--- config.mk ---
export PLATFORM = sky130hd
export DESIGN_NAME = llint_out
export DESIGN_NICKNAME = d
export VERILOG_FILES = /design/src/rtl/core/llint_pkg.sv /design/src/rtl/core/llint_out.sv
export SDC_FILE = /design/constraint.sdc
export NUM_CORES = 1
export LEC_CHECK = 0
export BUFFER_PORTS_ARGS = -buffer_cell sky130_fd_sc_hd__clkbuf_2
export CAP_MARGIN = 30
export CORE_MARGIN = 2
export CORE_UTILIZATION = 45
export CTS_CLUSTER_SIZE = 25
export DETAILED_ROUTE_END_ITERATION = 10
export GPL_TIMING_DRIVEN = 1
export PLACE_DENSITY = 0.74
export RECOVER_POWER = 50
export SLEW_MARGIN = 20
export SYNTH_ARGS = -nofsm -noshare
export SYNTH_HDL_FRONTEND = slang
export SYNTH_SLANG_ARGS = --single-unit
--- constraint.sdc ---
create_clock -name i_clk -period 4.75 [get_ports i_clk]
set_input_delay 0.475 -clock i_clk [delete_from_list [all_inputs] [get_ports i_clk]]
set_output_delay 0.475 -clock i_clk [all_outputs]
set_load 0.05 [all_outputs]
--- src/rtl/core/llint_pkg.sv ---
// shared types and constants for the line intersection pipeline
// no dependencies; used by every module of the block
package llint_pkg;

    localparam int FRAC_BITS_DEF  = 16;
    localparam int COEF_WIDTH_DEF = 32;
    localparam int TOL_WIDTH      = 32;
    localparam logic [TOL_WIDTH-1:0] TOL_RESET = 32'd1;

    typedef enum logic [1:0] {
        ST_POINT      = 2'd0,
        ST_PARALLEL   = 2'd1,
        ST_COINCIDENT = 2'd2
    } t_status;

    // per-item sideband that travels alongside the divider data
    typedef struct packed {
        t_status status;
        logic    neg_x;
        logic    neg_y;
        logic    sat_x;
        logic    sat_y;
    } t_side;

endpackage

--- src/rtl/core/llint_out.sv ---
// output stage: clamp, sign restore and status masking into the result
// register; depends on llint_pkg
module llint_out #(
    parameter int COEF_WIDTH = llint_pkg::COEF_WIDTH_DEF
) (
    input  logic                          i_clk,
    input  logic                          i_en,
    input  llint_pkg::t_side              i_side,
    input  logic [COEF_WIDTH:0]           i_q_x,
    input  logic [COEF_WIDTH:0]           i_q_y,
    output logic [1:0]                    o_status,
    output logic signed [COEF_WIDTH-1:0]  o_x_out,
    output logic signed [COEF_WIDTH-1:0]  o_y_out,
    output logic                          o_saturated
);

    localparam logic [COEF_WIDTH:0] POS_LIM = {2'b00, {(COEF_WIDTH-1){1'b1}}};
    localparam logic [COEF_WIDTH:0] NEG_LIM = {2'b01, {(COEF_WIDTH-1){1'b0}}};

    llint_pkg::t_side          r_status_side;
    logic [COEF_WIDTH-1:0]     r_x, r_y;
    logic                      r_sat;

    logic [COEF_WIDTH:0]       n_lim_x, n_lim_y, n_mag_x, n_mag_y, n_val_x, n_val_y;
    logic                      n_over_x, n_over_y, n_point;

    always_comb begin
        n_lim_x  = i_side.neg_x ? NEG_LIM : POS_LIM;
        n_lim_y  = i_side.neg_y ? NEG_LIM : POS_LIM;
        n_over_x = i_side.sat_x || (i_q_x > n_lim_x);
        n_over_y = i_side.sat_y || (i_q_y > n_lim_y);
        n_mag_x  = n_over_x ? n_lim_x : i_q_x;
        n_mag_y  = n_over_y ? n_lim_y : i_q_y;
        n_val_x  = i_side.neg_x ? (~n_mag_x + 1'b1) : n_mag_x;
        n_val_y  = i_side.neg_y ? (~n_mag_y + 1'b1) : n_mag_y;
        n_point  = i_side.status == llint_pkg::ST_POINT;
    end

    always_ff @(posedge i_clk) begin
        if (i_en) begin
            r_status_side <= i_side;
            r_x   <= n_point ? n_val_x[COEF_WIDTH-1:0] : '0;
            r_y   <= n_point ? n_val_y[COEF_WIDTH-1:0] : '0;
            r_sat <= n_point && (n_over_x || n_over_y);
        end
    end

    assign o_status    = r_status_side.status;
    assign o_x_out     = r_x;
    assign o_y_out     = r_y;
    assign o_saturated = r_sat;

endmodule

; Word level (Yosys, flattened, before mapping)
; Cells that the tools add are included.
[op_classes]
mux = 6
magnitude_cmp = 2
reduce_logical = 5
add_sub_neg = 2
bitwise = 2
[op_table]
columns = cell, count
row1 = 32-bit 2-to-1 mux, 6
row2 = 33-bit by 32-bit greater-than comparator with 1-bit output, 2
row3 = 32-bit by 1-bit adder with 32-bit output (second input constant), 2
row4 = 32-bit inverter, 2
row5 = 1-bit logical OR, 3
row6 = 2-bit logical NOT, 1
row7 = 1-bit logical AND, 1
[word_totals]
out_inout_bits = 67
reg_bits = 67
inputBits = 74
elab_cells = 21

; Logic depth before layout (Yosys ltp)
[logic_depth]
ltp_word = 7
ltp_mapped = 23

; Worst setup path before layout
; No wires, ideal clock.
[synth_timing]
path_kind = input-to-reg
startpoint = input i_side[3] in the netlist's numbering
endpoint = register r_x[22] (netlist: o_x_out[22]), data pin
cell_stages = 22
path_buffers = 5
required_time_ns = 4.496
setup_ns = 0.254
t_arrival_ns = 4.746
setup_slack_ns = -0.250
path_cell_list = inv_1 > clkbuf_1 > ha_1 > and4b_1 > and2_1 > nand3_1 > o2111a_1 > nor2_1 > clkbuf_1 > clkbuf_1 > mux2i_1 > ha_1 > nor2b_1 > nand4_1 > or3_1 > clkbuf_1 > or4_1 > clkbuf_1 > o31ai_1 > xnor2_1 > nor2_1 > nor2_1
[synth_between]
elab_chain_len = 7
[synth_lines]
columns = item, line_no
row1 = start: declaration, llint_out.sv:8  ; input llint_pkg::t_side i_side,
row2 = 32-bit 2-to-1 mux, llint_out.sv:28  ; n_lim_x = i_side.neg_x ? NEG_LIM : POS_LIM;
row3 = 33-bit by 32-bit greater-than comparator with 1-bit output, llint_out.sv:30  ; n_over_x = i_side.sat_x || (i_q_x > n_lim_x);
row4 = 1-bit logical OR, llint_out.sv:30
row5 = 32-bit 2-to-1 mux, llint_out.sv:32  ; n_mag_x = n_over_x ? n_lim_x : i_q_x;
row6 = 32-bit inverter, llint_out.sv:34  ; n_val_x = i_side.neg_x ? (~n_mag_x + 1'b1) : n_mag_x;
row7 = 32-bit by 1-bit adder with 32-bit output, llint_out.sv:34
row8 = 32-bit 2-to-1 mux (*), llint_out.sv:34
row9 = end signal: assignment, llint_out.sv:42  ; r_x <= n_point ? n_val_x[COEF_WIDTH-1:0] : '0;
row10 = end: declaration, llint_out.sv:21  ; logic [COEF_WIDTH-1:0] r_x, r_y;
; Every way passes the cells marked *; elsewhere a longest branch is shown, timed or not.
; A chain may end at the register's enable or synchronous reset.

; Worst setup path in the final report
[layout_timing]
startpoint = input i_side[3] in the netlist's numbering
endpoint = register r_x[26] (netlist: o_x_out[26]), data pin
; Same word-level chain as after synthesis.

==> flow_metrics.env <==
export IMPL_crit_path_end_kind="flop"
export IMPL_drtIter0Drc=511
export IMPL_critical_path_buf_inv_count=2
export IMPL_ios=141
export IMPL_final_common_cell="nor2_1"
export IMPL_hold_viol_final=0
export IMPL_cts_tree="yes"
export IMPL_final_antenna_net_count=0
export IMPL_synthAdderAreaFrac=0.141
export IMPL_path_cells="clkbuf_2 -> buf_12 -> ha_1 -> nand3_1 -> o21bai_1 -> a31oi_1 -> a211oi_1 -> o2111a_1 -> nor2_4 -> mux2i_1 -> ha_1 -> nor2b_1 -> nand4_1 -> or3_1 -> or4_1 -> o211ai_1 -> o21a_1 -> o21ai_0 -> nor3_1"
export IMPL_synth_simple_area_share=0.247
export IMPL_coreArea_um2=12700
export IMPL_netSwitchingFraction=0.341
export IMPL_cp_slowest_cell="or4_1"
export IMPL_drt_wl_total_um=16900
export IMPL_slew_headroom=-1.45
export IMPL_syn_inst=642
export IMPL_grt_pass1_vias=5341
export IMPL_clockRootBuffer="clkbuf_16"
export IMPL_worst_path_most_repeated_cell="ha_1"
export IMPL_drv_slew=68
export IMPL_irDropWorstVdd_mv=0.136
export IMPL_vias=5749
export IMPL_die_area_um2=13900
export IMPL_crit_required_ns=4.91
export IMPL_synth_top_area_frac=0.344
export IMPL_die_h_um=118
export IMPL_rows=41
export IMPL_most_common_layout_cells="nor2_1 (110), clkbuf_2 (106), edfxtp_1 (67)"
export IMPL_pre_cts_ws_ns=0.0775
export IMPL_synth_edf_count=67
export IMPL_cts_buffers=9
export IMPL_wl_per_cell_um=17.8
export IMPL_dpl_hpwl_um=12700
export IMPL_p_leak_nw=2.83
export IMPL_maxCapViolations=1
export IMPL_ys_async_sr_fraction=0
export IMPL_critical_path_class="in2reg"
export IMPL_gr_total_overflow=0
export IMPL_finalSetupViolations=0
export IMPL_yosys_top_cells_area="edfxtp_1 (34%), ha_1 (14%), nor2_1 (7.1%), o32ai_1 (4.0%), mux2i_1 (3.8%)"
export IMPL_area_growth_pct=20.7
export IMPL_worstMarginPinSlew_ns=3.67
export IMPL_cts_hold_buf=0
export IMPL_power_density_nw_per_um2=285
export IMPL_postCtsResizedCells=0
export IMPL_muxShareOfSynthArea=0.0376
export IMPL_worst_slack_ns=0.396
export IMPL_synth_compound_area_frac=0.179
export IMPL_first_pass_iters=5
export IMPL_portBuffers=140
export IMPL_die_x_um=118
export IMPL_outcome="finished, violations left"
export IMPL_drive_above_1_share=0.203
export IMPL_drc=0
export IMPL_antennaDiodeCount=0
export IMPL_path_clk_slew_ns=0.06
export IMPL_syn_avg_cell_area_um2=9.11
export IMPL_crit_path_start_kind="input port"
export IMPL_synth_distinct_cells=61
export IMPL_nets=917
export IMPL_synth_nets=782
export IMPL_gp_routability_congestion=0.894
export IMPL_ys_ff_latch=67
export IMPL_p_int_mw=1.33
export IMPL_cp_slowest_stage_delay_ns=0.53
export IMPL_synth_xor_area_frac=0.0210
export IMPL_grt_total_usage=0.239
export IMPL_finalCriticalPeriod_ns=4.35
export IMPL_violations="max-capacitance violations, max-slew violations"
export IMPL_placed_area_um2=6780
export IMPL_dp_cells=938
export IMPL_cts_path_max_buffers=2
export IMPL_grt_pass1_wl_um=26600
export IMPL_h_tree_depth=3
export IMPL_path_delay_family="simple AND/OR/NAND/NOR gates"
export IMPL_synth_flop_cell="edfxtp_1"
export IMPL_synth_top_family_by_area="simple AND/OR/NAND/NOR gates"
export IMPL_clockPowerShare=0.360
export IMPL_vias_per_cell=6.03
export IMPL_power_frac_comb=0.280
export IMPL_antenna_found_initial=0
export IMPL_max_freq_mhz=230
export IMPL_synth_area_um2=5850
export IMPL_worstPathArrival_ns=4.52
export IMPL_seqPwrFrac=0.359
export IMPL_grt_max_degree=68
export IMPL_final_cell_count_no_fill=954
export IMPL_postCtsSetupBuffers=0
export IMPL_power_switching_mw=0.687
export IMPL_ys_warn_count=0
export IMPL_design_area_um2=7060
export IMPL_tns_ns=0
export IMPL_finalCritPeriodShare=0.917
export IMPL_yosys_area_top_type="edfxtp_1"
export IMPL_path_max_fanout=51
export IMPL_start_util=0.462
export IMPL_cts_sink_count=67
export IMPL_ys_seq_area_frac=0.344
export IMPL_hp_class="in2reg"
export IMPL_rsz0062_at_grt="no"
==> power groups by stage <==
| stage | Clock, mW | Combinational (mW) | Sequential (mW) |
|---|---|---|---|
| 6_report | 0.727 | 0.565 | 0.724 |
| 3_3_place_gp | 0 | 0.549 | 0.734 |
| 3_5_place_dp | 0 | 0.566 | 0.735 |
| 4_1_cts | 0.736 | 0.568 | 0.723 |
| 5_1_grt | 0.760 | 0.610 | 0.729 |
| 2_1_floorplan | 0 | 0.201 | 0.899 |
==> flip-flops by register name (all words and copies together), names as in the netlist <==
| register | count |
|---|---|
| o_x_out | 32 |
| o_y_out | 32 |
| o_status | 2 |
| o_saturated | 1 |
==> path summary, 6_finish.rpt <==
| kind | to | slack (ns) | depth (start not counted) | start |
|---|---|---|---|---|
| setup / recovery | o_x_out[26] | 0.40 | 19 | i_side[3] |
| hold / removal | o_status[1] | 0.36 | 1 | i_side[5] |
==> through the flow <==
| step | hold slack (ns) | power [mW] | util |
|---|---|---|---|
| 2_1_floorplan | 0.574 | 1.10 | - |
| 3_3_place_gp | 0.678 | 1.28 | 0.535 |
| 3_5_place_dp | 0.681 | 1.30 | 0.535 |
| 4_1_cts | 0.330 | 2.03 | 0.561 |
| 5_1_grt | 0.356 | 2.10 | 0.557 |
| 6_report | 0.364 | 2.02 | 0.557 |
==> area by class of cell <==
class                   instances  area (µm²)
clock buffers                   9         225
clock inverters                 7         100
fillers                      1144        5610
inverters                       5        18.8
multi-input cells             535        3680
flip-flops and latches         67        2010
well taps                     172         215
repair buffers                159         811
==> cell usage after synthesis (5+ instances only) <==
library cell    n
nand2_1        35
edfxtp_1       67
or2_2           5
nor4_1         14
or4_1           7
nor2_1        111
nand4_1        11
nor3_1         33
xnor2_1        11
a21oi_1        38
nand3_1        21
a211oi_1        9
a21o_1          8
clkbuf_1       26
o32ai_1        27
buf_2           6
ha_1           66
o31ai_1         9
o21ai_0        19
or3_1          16
o211a_1         5
mux2i_1        22
==> cell families (layout without fill, tap and decap cells) <==
logic type,count (synthesis),count (layout)
simple gates,284,284
fa+ha+maj,66,66
compound gates,149,149
xor+xnor,14,14
mux,22,22
flops,67,67
buf+inv,40,180
==> routing by layer <==
layer / routed length, µm / track usage
met5: 0 / 0
met4: 451 / 0.102
met3: 1130 / 0.0397
met1: 6950 / 0.295
met2: 8410 / 0.412
No activity file was read; power rests on OpenSTA's default activity.
